`src/hdl/tqp_pkg.sv`:
```
// shared widths, defaults and control types for the tone queue player
// no dependencies
`timescale 1ns / 1ps

package tqp_pkg;

    localparam int QUEUE_DEPTH = 16;

    localparam int TONE_W = 16;
    localparam int DUR_W  = 15;
    localparam int TIME_W = 16;
    localparam int FREE_W = 4;

    // stream payload widths, padded to whole bytes
    localparam int S_TDATA_W = 48;
    localparam int M_TDATA_W = 24;

    // request kinds carried on s_tuser
    localparam logic FUNC_ENQUEUE = 1'b0;
    localparam logic FUNC_TICK    = 1'b1;

    // controller to datapath commands
    typedef struct packed {
        logic load;   // request accepted, capture the input fields
        logic exec;   // apply the captured request to the queue state
    } cmd_t;

endpackage

```
`src/hdl/tone_queue_player_unit.sv`:
```
// top level of the tone queue player: stream ports, controller and datapath
// depends on tqp_pkg, tqp_ctrl, tqp_datapath
//
// channel   direction  tdata fields (low bit up)                      tuser
// s_        in         tone[15:0] length_ms[30:16] now_ms[46:31] pad  func
// m_        out        drive_on drive_tone drive_changed playing free -
//
// each request passes through three steps:
// accept, apply (queue read data registered at accept), present result
// the next request is accepted only after the result has been taken
// a stalled result holds m_tdata stable for as long as m_tready stays low
// aresetn is synchronous, active low; it empties the queue and stops the drive
// queue contents are not cleared, only entries written since are ever read
`timescale 1ns / 1ps

module tone_queue_player_unit #(
    parameter int QUEUE_DEPTH = tqp_pkg::QUEUE_DEPTH
) (
    input  logic                          aclk,
    input  logic                          aresetn,
    // tone[15:0], length_ms[30:16], now_ms[46:31], zero pad [47]
    input  logic [tqp_pkg::S_TDATA_W-1:0] s_tdata,
    // func: 0 enqueue, 1 time tick
    input  logic [0:0]                    s_tuser,
    input  logic                          s_tvalid,
    output logic                          s_tready,
    // drive_on[0], drive_tone[16:1], drive_changed[17], playing[18],
    // free_space[22:19], zero pad [23]
    output logic [tqp_pkg::M_TDATA_W-1:0] m_tdata,
    output logic                          m_tvalid,
    input  logic                          m_tready
);

    tqp_pkg::cmd_t cmd;

    logic                       drive_on;
    logic [tqp_pkg::TONE_W-1:0] drive_tone;
    logic                       drive_changed;
    logic                       playing;
    logic [tqp_pkg::FREE_W-1:0] free_space;

    // sequencer: accept, apply, present
    tqp_ctrl u_ctrl (
        .aclk     (aclk),
        .aresetn  (aresetn),
        .s_tvalid (s_tvalid),
        .s_tready (s_tready),
        .m_tvalid (m_tvalid),
        .m_tready (m_tready),
        .cmd      (cmd)
    );

    // queue, timer and result registers
    tqp_datapath #(
        .QUEUE_DEPTH (QUEUE_DEPTH)
    ) u_datapath (
        .aclk              (aclk),
        .aresetn           (aresetn),
        .cmd               (cmd),
        .in_func           (s_tuser[0]),
        .in_tone           (s_tdata[15:0]),
        .in_length_ms      (s_tdata[30:16]),
        .in_now_ms         (s_tdata[46:31]),
        .out_drive_on      (drive_on),
        .out_drive_tone    (drive_tone),
        .out_drive_changed (drive_changed),
        .out_playing       (playing),
        .out_free_space    (free_space)
    );

    // pack the result, pad bit zero
    assign m_tdata = {1'b0, free_space, playing, drive_changed, drive_tone, drive_on};

endmodule

```
`src/hdl/tqp_ctrl.sv`:
```
// handshake sequencer for the tone queue player
// depends on tqp_pkg
`timescale 1ns / 1ps

module tqp_ctrl (
    input  logic        aclk,
    input  logic        aresetn,
    input  logic        s_tvalid,
    output logic        s_tready,
    output logic        m_tvalid,
    input  logic        m_tready,
    output tqp_pkg::cmd_t cmd
);

    localparam logic [1:0] ST_IDLE = 2'd0;
    localparam logic [1:0] ST_EXEC = 2'd1;
    localparam logic [1:0] ST_SEND = 2'd2;

    logic [1:0] state_reg;
    logic [1:0] state_next;

    always_comb begin
        state_next = state_reg;
        unique case (state_reg)
            ST_IDLE: begin
                if (s_tvalid) begin
                    state_next = ST_EXEC;
                end
            end
            ST_EXEC: begin
                state_next = ST_SEND;
            end
            ST_SEND: begin
                if (m_tready) begin
                    state_next = ST_IDLE;
                end
            end
            default: begin
                state_next = ST_IDLE;
            end
        endcase
    end

    always_ff @(posedge aclk) begin
        if (!aresetn) begin
            state_reg <= ST_IDLE;
        end else begin
            state_reg <= state_next;
        end
    end

    assign s_tready = (state_reg == ST_IDLE);
    assign m_tvalid = (state_reg == ST_SEND);
    assign cmd.load = s_tvalid && (state_reg == ST_IDLE);
    assign cmd.exec = (state_reg == ST_EXEC);

endmodule

```
`src/hdl/tqp_datapath.sv`:
```
// queue storage, pointers, deadline timer and result registers
// depends on tqp_pkg
`timescale 1ns / 1ps

module tqp_datapath #(
    parameter int QUEUE_DEPTH = tqp_pkg::QUEUE_DEPTH
) (
    input  logic                        aclk,
    input  logic                        aresetn,
    input  tqp_pkg::cmd_t               cmd,
    input  logic                        in_func,
    input  logic [tqp_pkg::TONE_W-1:0]  in_tone,
    input  logic [tqp_pkg::DUR_W-1:0]   in_length_ms,
    input  logic [tqp_pkg::TIME_W-1:0]  in_now_ms,
    output logic                        out_drive_on,
    output logic [tqp_pkg::TONE_W-1:0]  out_drive_tone,
    output logic                        out_drive_changed,
    output logic                        out_playing,
    output logic [tqp_pkg::FREE_W-1:0]  out_free_space
);

    localparam int PW = (QUEUE_DEPTH > 1) ? $clog2(QUEUE_DEPTH) : 1;
    localparam int CW = (PW + 1 > tqp_pkg::FREE_W) ? PW + 1 : tqp_pkg::FREE_W;
    localparam logic [PW-1:0] PTR_LAST = PW'(QUEUE_DEPTH - 1);

    logic [tqp_pkg::TONE_W-1:0] mem_tone [QUEUE_DEPTH];
    logic [tqp_pkg::DUR_W-1:0]  mem_dur  [QUEUE_DEPTH];
    logic [tqp_pkg::TONE_W-1:0] rd_tone_reg;
    logic [tqp_pkg::DUR_W-1:0]  rd_dur_reg;

    // captured request
    logic                       func_reg;
    logic [tqp_pkg::TONE_W-1:0] tone_reg;
    logic [tqp_pkg::DUR_W-1:0]  dur_reg;
    logic [tqp_pkg::TIME_W-1:0] now_reg;

    // player state
    logic [PW-1:0]              wr_ptr_reg, wr_ptr_next;
    logic [PW-1:0]              rd_ptr_reg, rd_ptr_next;
    logic                       active_reg, active_next;
    logic [tqp_pkg::TIME_W-1:0] deadline_reg, deadline_next;
    logic [tqp_pkg::TONE_W-1:0] cur_tone_reg, cur_tone_next;

    logic                       we;
    logic                       changed;
    logic [PW-1:0]              wr_inc, rd_inc;
    logic                       empty;
    logic [tqp_pkg::TIME_W-1:0] diff;
    logic                       elapsed;
    logic [CW-1:0]              used;
    logic [CW-1:0]              free_cnt;

    function automatic logic [PW-1:0] ptr_inc(input logic [PW-1:0] p);
        ptr_inc = (p == PTR_LAST) ? '0 : p + PW'(1);
    endfunction

    // storage: one write port, one registered read at the read pointer
    always_ff @(posedge aclk) begin
        if (we) begin
            mem_tone[wr_ptr_reg] <= tone_reg;
            mem_dur[wr_ptr_reg]  <= dur_reg;
        end
        rd_tone_reg <= mem_tone[rd_ptr_reg];
        rd_dur_reg  <= mem_dur[rd_ptr_reg];
    end

    always_ff @(posedge aclk) begin
        if (cmd.load) begin
            func_reg <= in_func;
            tone_reg <= in_tone;
            dur_reg  <= in_length_ms;
            now_reg  <= in_now_ms;
        end
    end

    assign wr_inc  = ptr_inc(wr_ptr_reg);
    assign rd_inc  = ptr_inc(rd_ptr_reg);
    assign empty   = (wr_ptr_reg == rd_ptr_reg);
    assign diff    = now_reg - deadline_reg;
    assign elapsed = ~diff[tqp_pkg::TIME_W-1];

    always_comb begin
        we            = 1'b0;
        changed       = 1'b0;
        wr_ptr_next   = wr_ptr_reg;
        rd_ptr_next   = rd_ptr_reg;
        active_next   = active_reg;
        deadline_next = deadline_reg;
        cur_tone_next = cur_tone_reg;
        if (cmd.exec) begin
            if (func_reg == tqp_pkg::FUNC_ENQUEUE) begin
                // enqueue, dropping the oldest entry when full
                we          = 1'b1;
                wr_ptr_next = wr_inc;
                if (wr_inc == rd_ptr_reg) begin
                    rd_ptr_next = rd_inc;
                end
            end else if (!active_reg || elapsed) begin
                if (!empty) begin
                    rd_ptr_next   = rd_inc;
                    deadline_next = now_reg + tqp_pkg::TIME_W'(rd_dur_reg);
                    cur_tone_next = rd_tone_reg;
                    active_next   = 1'b1;
                    changed       = 1'b1;
                end else if (active_reg) begin
                    cur_tone_next = '0;
                    active_next   = 1'b0;
                    changed       = 1'b1;
                end
            end
        end
    end

    always_comb begin
        if (wr_ptr_next >= rd_ptr_next) begin
            used = CW'(wr_ptr_next) - CW'(rd_ptr_next);
        end else begin
            used = CW'(wr_ptr_next) + CW'(QUEUE_DEPTH) - CW'(rd_ptr_next);
        end
        free_cnt = CW'(QUEUE_DEPTH - 1) - used;
    end

    always_ff @(posedge aclk) begin
        if (!aresetn) begin
            wr_ptr_reg   <= '0;
            rd_ptr_reg   <= '0;
            active_reg   <= 1'b0;
            deadline_reg <= '0;
            cur_tone_reg <= '0;
        end else begin
            wr_ptr_reg   <= wr_ptr_next;
            rd_ptr_reg   <= rd_ptr_next;
            active_reg   <= active_next;
            deadline_reg <= deadline_next;
            cur_tone_reg <= cur_tone_next;
        end
    end

    // result registers, held until the next request is applied
    always_ff @(posedge aclk) begin
        if (cmd.exec) begin
            out_drive_on      <= (cur_tone_next != '0);
            out_drive_tone    <= cur_tone_next;
            out_drive_changed <= changed;
            out_playing       <= active_next;
            out_free_space    <= free_cnt[tqp_pkg::FREE_W-1:0];
        end
    end

endmodule

```
`config.mk`:
```
export PLATFORM = sky130hd
export DESIGN_NAME = tone_queue_player_unit
export DESIGN_NICKNAME = d
export VERILOG_FILES = /design/src/hdl/tqp_pkg.sv /design/src/hdl/tone_queue_player_unit.sv /design/src/hdl/tqp_ctrl.sv /design/src/hdl/tqp_datapath.sv
export SDC_FILE = /design/constraint.sdc
export NUM_CORES = 1
export LEC_CHECK = 0
export ABC_AREA = 1
export BUFFER_PORTS_ARGS = -buffer_cell sky130_fd_sc_hd__clkbuf_2
export CORE_MARGIN = 1.5
export CORE_UTILIZATION = 45
export DETAILED_ROUTE_END_ITERATION = 7
export GPL_ROUTABILITY_DRIVEN = 0
export GPL_TIMING_DRIVEN = 0
export PLACE_DENSITY = 0.59
export SLEW_MARGIN = 10
export SYNTH_ARGS = -nofsm -noshare
export SYNTH_HDL_FRONTEND = slang
export SYNTH_HIERARCHICAL = 1
export SYNTH_SLANG_ARGS = --single-unit
```
`constraint.sdc`:
```
create_clock -name aclk -period 4.1 [get_ports aclk]
set_clock_uncertainty 0.1 [all_clocks]
set_input_delay 0.41 -clock aclk [delete_from_list [all_inputs] [get_ports aclk]]
set_output_delay 0.41 -clock aclk [all_outputs]
set_load 0.05 [all_outputs]
```
==> results of run 1 <==
synth_stat cells, types with 2 or more instances:
cell	n	share of area
a211oi_1	3	0.00090
a21oi_1	183	0.037
a21oi_2	2	0.00070
a22oi_1	2	0.00060
a31oi_1	2	0.00050
buf_1	5	0.00075
buf_2	7	0.0014
buf_4	5	0.0015
buf_6	3	0.0014
clkbuf_1	91	0.014
dfxtp_1	74	0.059
edfxtp_1	567	0.68
fa_1	2	0.0016
ha_1	37	0.019
inv_1	62	0.0093
inv_2	3	0.00045
nand2_1	173	0.026
nand2_2	19	0.0048
nand2_4	2	0.00090
nand3_1	17	0.0034
nand4_1	17	0.0043
nor2_1	205	0.031
nor3_1	7	0.0014
o211ai_1	2	0.00060
o21ai_0	237	0.048
o21ai_1	7	0.0014
o221ai_1	62	0.022
o22ai_1	63	0.016
xnor2_1	7	0.0025
xor2_1	11	0.0039
worst min path at each step:
stage,from,end,slack [ns],depth (start not counted)
after detailed placement,u_datapath/deadline_reg[7],u_datapath/deadline_reg[7],0.35,2
final,aresetn,u_datapath/deadline_reg[4],0.08,3
after CTS,aresetn,u_datapath/deadline_reg[4],0.06,3
after global routing,aresetn,u_datapath/deadline_reg[2],0.09,3
after floorplan,u_datapath/deadline_reg[10],u_datapath/deadline_reg[10],0.33,2
after global placement,u_datapath/deadline_reg[7],u_datapath/deadline_reg[7],0.34,2
timing repair:
| action | CTS | global route |
|---|---|---|
| gates cloned | 0 | 0 |
| resized for setup | 1 | 2 |
| hold buffers | 50 | 0 |
| hold endpoints to repair | 50 | 0 |
| endpoints found under the setup margin | 1 | 1 |
| pin swaps | 0 | 0 |
kinds of logic after synthesis:
kind of cell | synth area share
buf+inv | 0.02921
fa+ha+maj | 0.02014
other cells | 0.0001502
simple gates | 0.07436
xor+xnor | 0.006965
compound gates | 0.1279
flops | 0.7412
power by group:
part           switching (W)  internal (W)
logic                0.00100      0.000442
registers           0.000140       0.00728
clock network        0.00244       0.00369
area by class of cell:
class / instances / area (µm²)
Tap cell: 748 / 935.9
Clock inverter: 36 / 341.6
Timing Repair Buffer: 149 / 1431
Clock buffer: 83 / 1884
Fill cell: 4568 / 25290
Sequential cell: 641 / 18510
Inverter: 66 / 251.5
Multi-Input combinational cell: 1074 / 5863
Buffer: 112 / 481.7
layer usage:
metal | global-route usage | vias to the layer above | share of wire
met1 | 0.3394 | 8197 | 0.41
li1 | - | 7474 | -
met4 | 0.08573 | 2 | 0.025
met5 | 0 | - | 0.00016
met2 | 0.4000 | 895 | 0.47
met3 | 0.05381 | 114 | 0.10
worst register-to-register path: cells and delay by family (launching register included):
| family | cells | cell delay [ns] |
|---|---|---|
| flip-flops | 1 | 0.54 |
| XOR/XNOR | 1 | 0.13 |
| buffers and inverters | 5 | 1.71 |
| AND/OR/NAND/NOR | 4 | 0.39 |
| adder cells (fa/ha/maj) | 1 | 0.22 |
| AO/OA/AOI/OAI | 2 | 0.44 |
layout by cell type, fill, tap and decap left out, types with 11 or more instances in the layout:
master,n
nand4_1,17
o22ai_1,63
clkbuf_1,99
o21ai_0,236
clkbuf_2,76
edfxtp_1,567
buf_12,11
nor2_4,18
inv_1,61
dlygate4sd3_1,50
clkbuf_16,73
ha_1,37
a21oi_1,183
clkinv_2,14
xor2_1,11
dfxtp_1,74
nand2_2,19
clkinv_1,15
buf_16,12
o221ai_1,62
nand2_1,173
nor2_1,188
nand3_1,17
through the flow:
stage / TNS [ns] / hold slack [ns] / power [W] / utilization
2_1_floorplan: 0 / 0.3332 / 0.008371 / -
3_3_place_gp: -766.50 / 0.3418 / 0.008897 / 0.4780
3_5_place_dp: -0.08056 / 0.3490 / 0.008936 / 0.4904
4_1_cts: 0 / 0.05980 / 0.01510 / 0.5400
5_1_grt: 0 / 0.08874 / 0.01551 / 0.5401
6_report: 0 / 0.07912 / 0.01500 / 0.5401
==> results_dict.tcl, run 1 <==
set metrics [dict create \
    status "completed" \
    syn_area_per_cell_um2 13.19 \
    ys_seq_area_frac 0.7412 \
    regMostFlops "u_datapath/mem_tone" \
    clockRootBuffer "clkbuf_16" \
    die_area_um2 56910 \
    worstSetupStartpoint "u_datapath/rd_ptr_reg[0]" \
    finalWirelength_um 70560 \
    path_cells "buf_4 -> clkbuf_1 -> clkbuf_1 -> o21ai_0 -> nor2_1 -> ha_1 -> nor2_1 -> a211oi_1 -> xnor2_1 -> inv_1 -> nand3_1 -> nand2_1 -> inv_1" \
    numClockSinks 641 \
    ys_warn_count 6 \
    rows 86 \
    dpl.hpwl_um 46140 \
    worst_slack_ns 0.3204 \
    pre_cts_ws_ns -0.08056 \
    synth_edf_count 567 \
    cp-endpoint "u_datapath/out_free_space[3]" \
    crit_cells 13 \
    fin_cells 2909 \
    finalHoldViolCount 0 \
    wl_per_cell_um 24.26 \
    clock_latency_ns 0.60 \
    critical_path_class "reg -> reg" \
    finalMaxSlewViolations 0 \
    synth_cell_type_count 46 \
    synthArstFlopShare 0 \
    cts_tree "yes" \
    endpoint_kind "flop" \
    ys_seq_elements 641 \
    grt_max_degree 27 \
    postLayoutCellArea_um2 29700 \
    drt_iter0_markers 1838 \
    final_nets 2205 \
    fp.coreArea_um2 54990 \
    h-tree-depth 3 \
    cts_setup_buffers 0 \
    die_x_um 238.6 \
    p_per_area_nw_per_um2 505.1 \
    grt_usage 0.2499 \
    r2r_slack_ns 0.32 \
    arrival_ns 4.03 \
    critPathRequiredTime_ns 4.36 \
    period_share 0.9219 \
    num_io_pins 79 \
    die_h_um 238.6 \
    gr-total-overflow 0 \
    numCtsBuffers 69 \
    rsz0062_at_grt "false" \
    grt_pass1_wl_um 102600 \
    worst_r2r_startpoint "u_datapath/rd_ptr_reg[0]" \
    ant_nets 0 \
    critPathMaxStageDelay_ns 0.75 \
    placed_area_um2 26960 \
    slowest_stage "clkbuf_1" \
    synth_ff_type "edfxtp_1" \
    rr_endpoint "u_datapath/out_free_space[3]" \
    rr_worst_depth 13 \
    avgViaCountPerCell 5.735 \
    cp_top_family "buffers and inverters" \
    worst_pin_slew_ns 1.162 \
    drc 0 \
    largest_reg_flops 256 \
    area_growth_pct 18.94 \
    relSlewSlack 0.2252 \
    syn_nets 1985 \
    largest_registers "u_datapath/mem_tone (256), u_datapath/mem_dur (240)" \
    ir_worst_vdd_v 0.0002839 \
    hold_path_class "in -> reg" \
    dr.pass1.iters 8 \
    antenna_found_initial 3 \
    portBuffers 76 \
    max_freq_mhz 264.6 \
    startpoint_type "flop" \
    synth_cells 1893 \
    cts.reportedPaths.clkPinSlew_ns 0.06 \
    start_util 0.4541 \
    cts.path.max_buffers 3 \
    grt_pass1_vias 15890 \
    dr_total_vias 16680 \
    dp.cells 2740 \
    insertedDiodeCount 0 \
    path_buf_inv 5 \
    drive_gt1_frac 0.1217 \
    syn-cell-area_um2 24970 \
    p_leak_nw 10.18 \
    cp_max_fo 10 \
    min_period_ns 3.780 \
    max_cap_violations 0 \
    setup_viol 0 \
]
No activity file was read; power rests on OpenSTA's default activity.
==> inputs of run 2 (changes only) <==
--- a/config.mk
+++ b/config.mk
@@ -16,5 +16,4 @@
 export SLEW_MARGIN = 10
 export SYNTH_ARGS = -nofsm -noshare
 export SYNTH_HDL_FRONTEND = slang
-export SYNTH_HIERARCHICAL = 1
 export SYNTH_SLANG_ARGS = --single-unit
==> run 2 against run 1 <==
Compared with the run above: count of clock-buffer cells in the layout is 9 higher; flip-flop and latch count stayed put; sequential share of layout area is 0.13 points higher; sequential power is 0.5% lower; highest routed layer unchanged; worst hold slack worse by 0.026 ns; register-to-register slack worse by 0.11 ns; utilization is 0.11 points lower; cell count is 0.41% higher; cell area is 0.21% lower.
==> results_dict.tcl, run 2 <==
set metrics [dict create \
    die_x_um 238.4 \
    combPwrFrac 0.074 \
    rr_worst_depth 11 \
    finalHoldViolCount 0 \
    rows 86 \
    met3_usage 0.04951 \
    die_h_um 238.4 \
    cp_max_fo 10 \
    max_cap_violations 0 \
    drt_iter0_markers 1847 \
    die_area_um2 56850 \
    num_io_pins 79 \
    syn_nets 1995 \
    synth_top_area_share 0.6826 \
    clock_latency_ns 0.60 \
    grt_usage 0.2525 \
    dpl.hpwl_um 45610 \
    p_leak_nw 10.19 \
    cts.reportedPaths.clkPinSlew_ns 0.06 \
    gr-total-overflow 0 \
    ys_seq_elements 641 \
    critPathRequiredTime_ns 4.35 \
    worstHoldPathCells 3 \
    status "completed" \
    yosys.area.top_type "edfxtp_1" \
    ir_worst_vdd_v 0.0002471 \
    dr_total_vias 16810 \
    hold_path_class "in -> reg" \
    path_cells "clkbuf_1 -> buf_1 -> a21oi_1 -> o21ai_0 -> a21boi_0 -> ha_1 -> a21oi_1 -> o21ai_0 -> xnor2_1 -> nand3b_1 -> nand2_1" \
    synth_cell_type_count 38 \
    p_clk_frac 0.421 \
    yosysMostFrequentCell "edfxtp_1" \
    placed_area_um2 26910 \
    final_common_cell "edfxtp_1" \
    max_freq_mhz 257.4 \
    ant_nets 0 \
    finalWirelength_um 71310 \
    hold_ws_ns 0.05311 \
    cts.path.max_buffers 3 \
    synth_edf_count 567 \
    rsz0062_at_grt "false" \
    cp_top_family "buffers and inverters" \
    worst_slack_ns 0.2147 \
    grt_pass1_vias 16050 \
    clockRootBuffer "clkbuf_16" \
    postLayoutCellArea_um2 29640 \
    path_buf_inv 2 \
    crit_cells 11 \
    portBuffers 76 \
    synth_cells 1903 \
    start_util 0.4536 \
    avgViaCountPerCell 5.754 \
    numCtsBuffers 67 \
    seqPwrFrac 0.505 \
    synth_ff_type "edfxtp_1" \
    slowest_stage "clkbuf_1" \
    setup_viol 0 \
    worst_r2r_startpoint "u_datapath.rd_ptr_reg[2]" \
    critical_path_class "reg -> reg" \
    drive_gt1_frac 0.1156 \
    grt_pass1_wl_um 103700 \
    drc 0 \
    endpoint_kind "flop" \
    rr_endpoint "u_datapath.out_free_space[3]" \
    synthArstFlopShare 0 \
    largest_reg_flops 256 \
    pre_cts_ws_ns 0.3547 \
    r2r_slack_ns 0.21 \
    final_nets 2213 \
    top_usage_layer "met2" \
    dr.pass1.iters 5 \
    fp.coreArea_um2 54990 \
    power.switching_w 0.003338 \
    area_growth_pct 18.82 \
    period_share 0.9476 \
    startpoint_type "flop" \
    finalMaxSlewViolations 0 \
    final_cell_mix "edfxtp_1, o21ai_0, nand2_1" \
    syn_area_per_cell_um2 13.11 \
    relSlewSlack 0.2553 \
    cts_tree "yes" \
    ys_warn_count 0 \
    netlist_top_cells_area "edfxtp_1, dfxtp_1, o21ai_0" \
    sw_frac_of_total 0.2282 \
    grt_util_met1 0.3461 \
    syn-cell-area_um2 24940 \
    hold_end "u_datapath.deadline_reg[11]" \
    h-tree-depth 3 \
    min_period_ns 3.885 \
    largest_registers "u_datapath.mem_tone (256), u_datapath.mem_dur (240)" \
    antenna_found_initial 3 \
    intPower_w 0.01128 \
    wl_per_cell_um 24.41 \
    ys_seq_area_frac 0.7420 \
    regMostFlops "u_datapath.mem_tone" \
    arrival_ns 4.14 \
    numClockSinks 641 \
    grt_use_met2 0.3978 \
    worst_pin_slew_ns 1.117 \
    p_per_area_nw_per_um2 493.4 \
    synth_commonest_cells "edfxtp_1, o21ai_0, nor2_1" \
    hold_start "aresetn" \
    grt_max_degree 29 \
    critPathMaxStageDelay_ns 0.83 \
]
[run 2: metrics by stage]
step	std cells	setup TNS, ns	power, W	utilization
6_report	2921	0	0.01462	0.5390
5_1_grt	2920	0	0.01506	0.5389
4_1_cts	2920	0	0.01469	0.5389
3_5_place_dp	2750	0	0.008555	0.4894
3_3_place_gp	2727	-591.27	0.008520	0.4777
2_1_floorplan	1903	0	0.008119	-
[run 2: final cells by class]
class	instances	area, µm²
well taps	748	935.9
clock inverters	28	282.8
multi-input cells	1080	5833
plain buffers	112	470.5
diodes	1	2.502
repair buffers	149	1401
clock buffers	92	1939
fillers	4573	25350
flip-flops and latches	641	18510
inverters	70	262.8
[run 2: power groups by stage]
stage | logic (W) | clock network, W | registers [W]
floorplan | 0.000618 | 0 | 0.00750
global placement | 0.00100 | 0 | 0.00752
detailed placement | 0.00103 | 0 | 0.00752
CTS | 0.00108 | 0.00623 | 0.00738
global route | 0.00119 | 0.00647 | 0.00740
finish | 0.00109 | 0.00615 | 0.00738
[run 2: routing by layer]
layer  up-vias  routed length, µm
li1       7495                  -
met1      8237              29150
met2       906              32740
met3       168               6973
met4         2               2433
met5         -                 12
[run 2: worst max path at each step]
stage	start	end	slack [ns]
CTS	u_datapath.rd_ptr_reg[2]	u_datapath.out_free_space[3]	0.25
floorplan	u_ctrl.state_reg[0]	u_datapath.mem_dur[11][0]	0.68
global placement	u_ctrl.state_reg[0]	u_datapath.mem_dur[11][2]	-1.51
detailed placement	u_datapath.rd_ptr_reg[2]	u_datapath.out_free_space[3]	0.35
finish	u_datapath.rd_ptr_reg[2]	u_datapath.out_free_space[3]	0.21
global route	u_datapath.rd_ptr_reg[2]	u_datapath.out_free_space[3]	0.1
[run 2: worst min-delay path, delay by kind of cell]
kind	cells	cell delay, ns
buf+inv	1	0.15
compound gates	2	0.14
[run 2: what timing repair did]
item | 4_1_cts | 5_1_grt
hold endpoints to repair | 50 | 0
hold buffers | 50 | 0
gates resized for setup | 0 | 0
buffers inserted | 0 | 0
[run 2: kinds of logic (layout without fill, tap and decap cells)]
group | after synthesis | count (layout) | share of synthesized area
buffers and inverters | 182 | 451 | 0.02940
and+or+nand+nor | 445 | 445 | 0.07168
adders and majority gates | 39 | 39 | 0.02017
other | 1 | 2 | 0.0001503
AOI/OAI and AO/OA | 572 | 572 | 0.1285
xor gates and xnor gates | 23 | 23 | 0.008077
DFF | 641 | 641 | 0.7420
==> inputs of run 3 (changes only) <==
--- a/config.mk
+++ b/config.mk
@@ -12,6 +12,7 @@
 export DETAILED_ROUTE_END_ITERATION = 7
 export GPL_ROUTABILITY_DRIVEN = 0
 export GPL_TIMING_DRIVEN = 0
+export HOLD_SLACK_MARGIN = 0.12
 export PLACE_DENSITY = 0.59
 export SLEW_MARGIN = 10
 export SYNTH_ARGS = -nofsm -noshare
==> run 3 against run 2 <==
Compared with the run above: sequential share of layout area hardly changed; register-to-register slack about the same; total power about the same; cell area is essentially flat; critical path depth unchanged; fmax fell by 0.14%; first-iteration DRC count rose by 3.0%; critical path type unchanged; highest routed layer unchanged.
==> results_dict.tcl, run 3 (synthesis results as in run 2) <==
set metrics [dict create \
    setup_viol 0 \
    ir_worst_vdd_v 0.0002457 \
    num-fill-cells 4571 \
    worstHoldPathCells 2 \
    status "completed" \
    largest_reg_flops 256 \
    p_clk_frac 0.421 \
    seqPwrFrac 0.505 \
    rows 86 \
    worst_pin_slew_ns 1.082 \
    finalMaxSlewViolations 0 \
    relSlewSlack 0.2790 \
    num_io_pins 79 \
    rr_endpoint "u_datapath.out_free_space[3]" \
    cp_max_fo 10 \
    rsz0062_at_grt "false" \
    rr_worst_depth 11 \
    grt_max_degree 29 \
    dr_total_vias 16790 \
    h-tree-depth 3 \
    grt_pass1_wl_um 103700 \
    arrival_ns 4.14 \
    area_growth_pct 18.86 \
    critical_path_class "reg -> reg" \
    drive_gt1_frac 0.1155 \
    critPathRequiredTime_ns 4.35 \
    dr.pass1.iters 5 \
    slowest_stage "clkbuf_1" \
    cts.path.max_buffers 3 \
    endpoint_kind "flop" \
    max_freq_mhz 257.0 \
    finalWirelength_um 71230 \
    final_cell_mix "edfxtp_1, o21ai_0, nand2_1" \
    wl_per_cell_um 24.38 \
    avgViaCountPerCell 5.744 \
    antenna_found_initial 3 \
    intPower_w 0.01129 \
    numCtsBuffers 67 \
    power.switching_w 0.003342 \
    clock_latency_ns 0.60 \
    hold_end "u_datapath.deadline_reg[3]" \
    worst_r2r_startpoint "u_datapath.rd_ptr_reg[2]" \
    r2r_slack_ns 0.21 \
    dpl.hpwl_um 45610 \
    dp.cells 2750 \
    drt_iter0_markers 1903 \
    fp.coreArea_um2 54990 \
    grt_pass1_vias 16050 \
    hold_path_class "reg -> reg" \
    path_cells "clkbuf_1 -> buf_1 -> a21oi_1 -> o21ai_0 -> a21boi_0 -> ha_1 -> a21oi_1 -> o21ai_0 -> xnor2_1 -> nand3b_1 -> nand2_1" \
    die_x_um 238.4 \
    die_h_um 238.4 \
    cts_tree "yes" \
    final_nets 2214 \
    hold_start "u_datapath.deadline_reg[3]" \
    finalHoldViolCount 0 \
    combPwrFrac 0.074 \
    min_period_ns 3.891 \
    regMostFlops "u_datapath.mem_tone" \
    fin_cells 2922 \
    tns_ns 0 \
    die_area_um2 56850 \
    max_cap_violations 0 \
    grt_usage 0.2525 \
    sw_frac_of_total 0.2285 \
    period_share 0.9489 \
    p_leak_nw 10.19 \
    gr-total-overflow 0 \
    startpoint_type "flop" \
    portBuffers 76 \
    clockRootBuffer "clkbuf_16" \
    critPathMaxStageDelay_ns 0.84 \
    final_common_cell "edfxtp_1" \
    drc 0 \
    start_util 0.4536 \
    cts_setup_buffers 0 \
    largest_registers "u_datapath.mem_tone (256), u_datapath.mem_dur (240)" \
    p_per_area_nw_per_um2 493.4 \
    cts.reportedPaths.clkPinSlew_ns 0.06 \
    ant_nets 0 \
    numClockSinks 641 \
]
run 3: how the worst max path moves through the flow:
stage	startpoint	cells after the start	end
4_1_cts	u_datapath.rd_ptr_reg[2]	11	u_datapath.out_free_space[3]
3_5_place_dp	u_datapath.rd_ptr_reg[2]	11	u_datapath.out_free_space[3]
2_1_floorplan	u_ctrl.state_reg[0]	8	u_datapath.mem_dur[11][0]
3_3_place_gp	u_ctrl.state_reg[0]	8	u_datapath.mem_dur[11][2]
6_report	u_datapath.rd_ptr_reg[2]	11	u_datapath.out_free_space[3]
5_1_grt	u_datapath.rd_ptr_reg[2]	11	u_datapath.out_free_space[3]
run 3: per-layer routing:
metal / track usage / wire length, µm
met2: 0.3978 / 32650
met5: 0 / 12
met4: 0.1001 / 2448
met3: 0.04951 / 7296
met1: 0.3461 / 28820
run 3: stage by stage:
step	hold slack, ns	area (µm²)	util	setup WS, ns	total power, W
after floorplan	0.3347	24950	-	0.6828	0.008119
after global placement	0.3435	26260	0.4777	-1.513	0.008520
after detailed placement	0.3518	26910	0.4894	0.3547	0.008555
after CTS	0.3621	29640	0.5391	0.2463	0.01469
after global routing	0.3803	29640	0.5391	0.09598	0.01506
final	0.3591	29650	0.5392	0.2093	0.01463
run 3: final cells by class:
type                       count  area (µm²)  share of cell area
inverter                      70       262.8            0.008863
sequential                   641       18510              0.6243
buffer                       112       470.5             0.01587
clock buffer                  92        1939             0.06542
multi-input combinational   1080        5833              0.1968
clock inverter                28       282.8            0.009538
antenna                        1       2.502          0.00008441
tap                          748       935.9             0.03157
timing repair buffer         150        1411             0.04761
run 3: power by group through the flow:
| stage | Combinational, W | Clock, W | Sequential, W |
|---|---|---|---|
| after global placement | 0.00100 | 0 | 0.00752 |
| after detailed placement | 0.00103 | 0 | 0.00752 |
| after CTS | 0.00108 | 0.00623 | 0.00738 |
| final | 0.00109 | 0.00616 | 0.00738 |
| after global routing | 0.00119 | 0.00647 | 0.00740 |
| after floorplan | 0.000618 | 0 | 0.00750 |
run 3: critical path: cells and delay by family, from the launching register on:
family | cells | cell delay (ns)
buf+inv | 2 | 1.61
simple gates | 2 | 0.19
xor+xnor | 1 | 0.19
fa+ha+maj | 1 | 0.34
compound gates | 5 | 0.74
flops | 1 | 0.48
run 3: what timing repair did:
item	CTS	global route
gates resized for setup	0	0
hold buffers	51	0
hold endpoints to repair	55	0
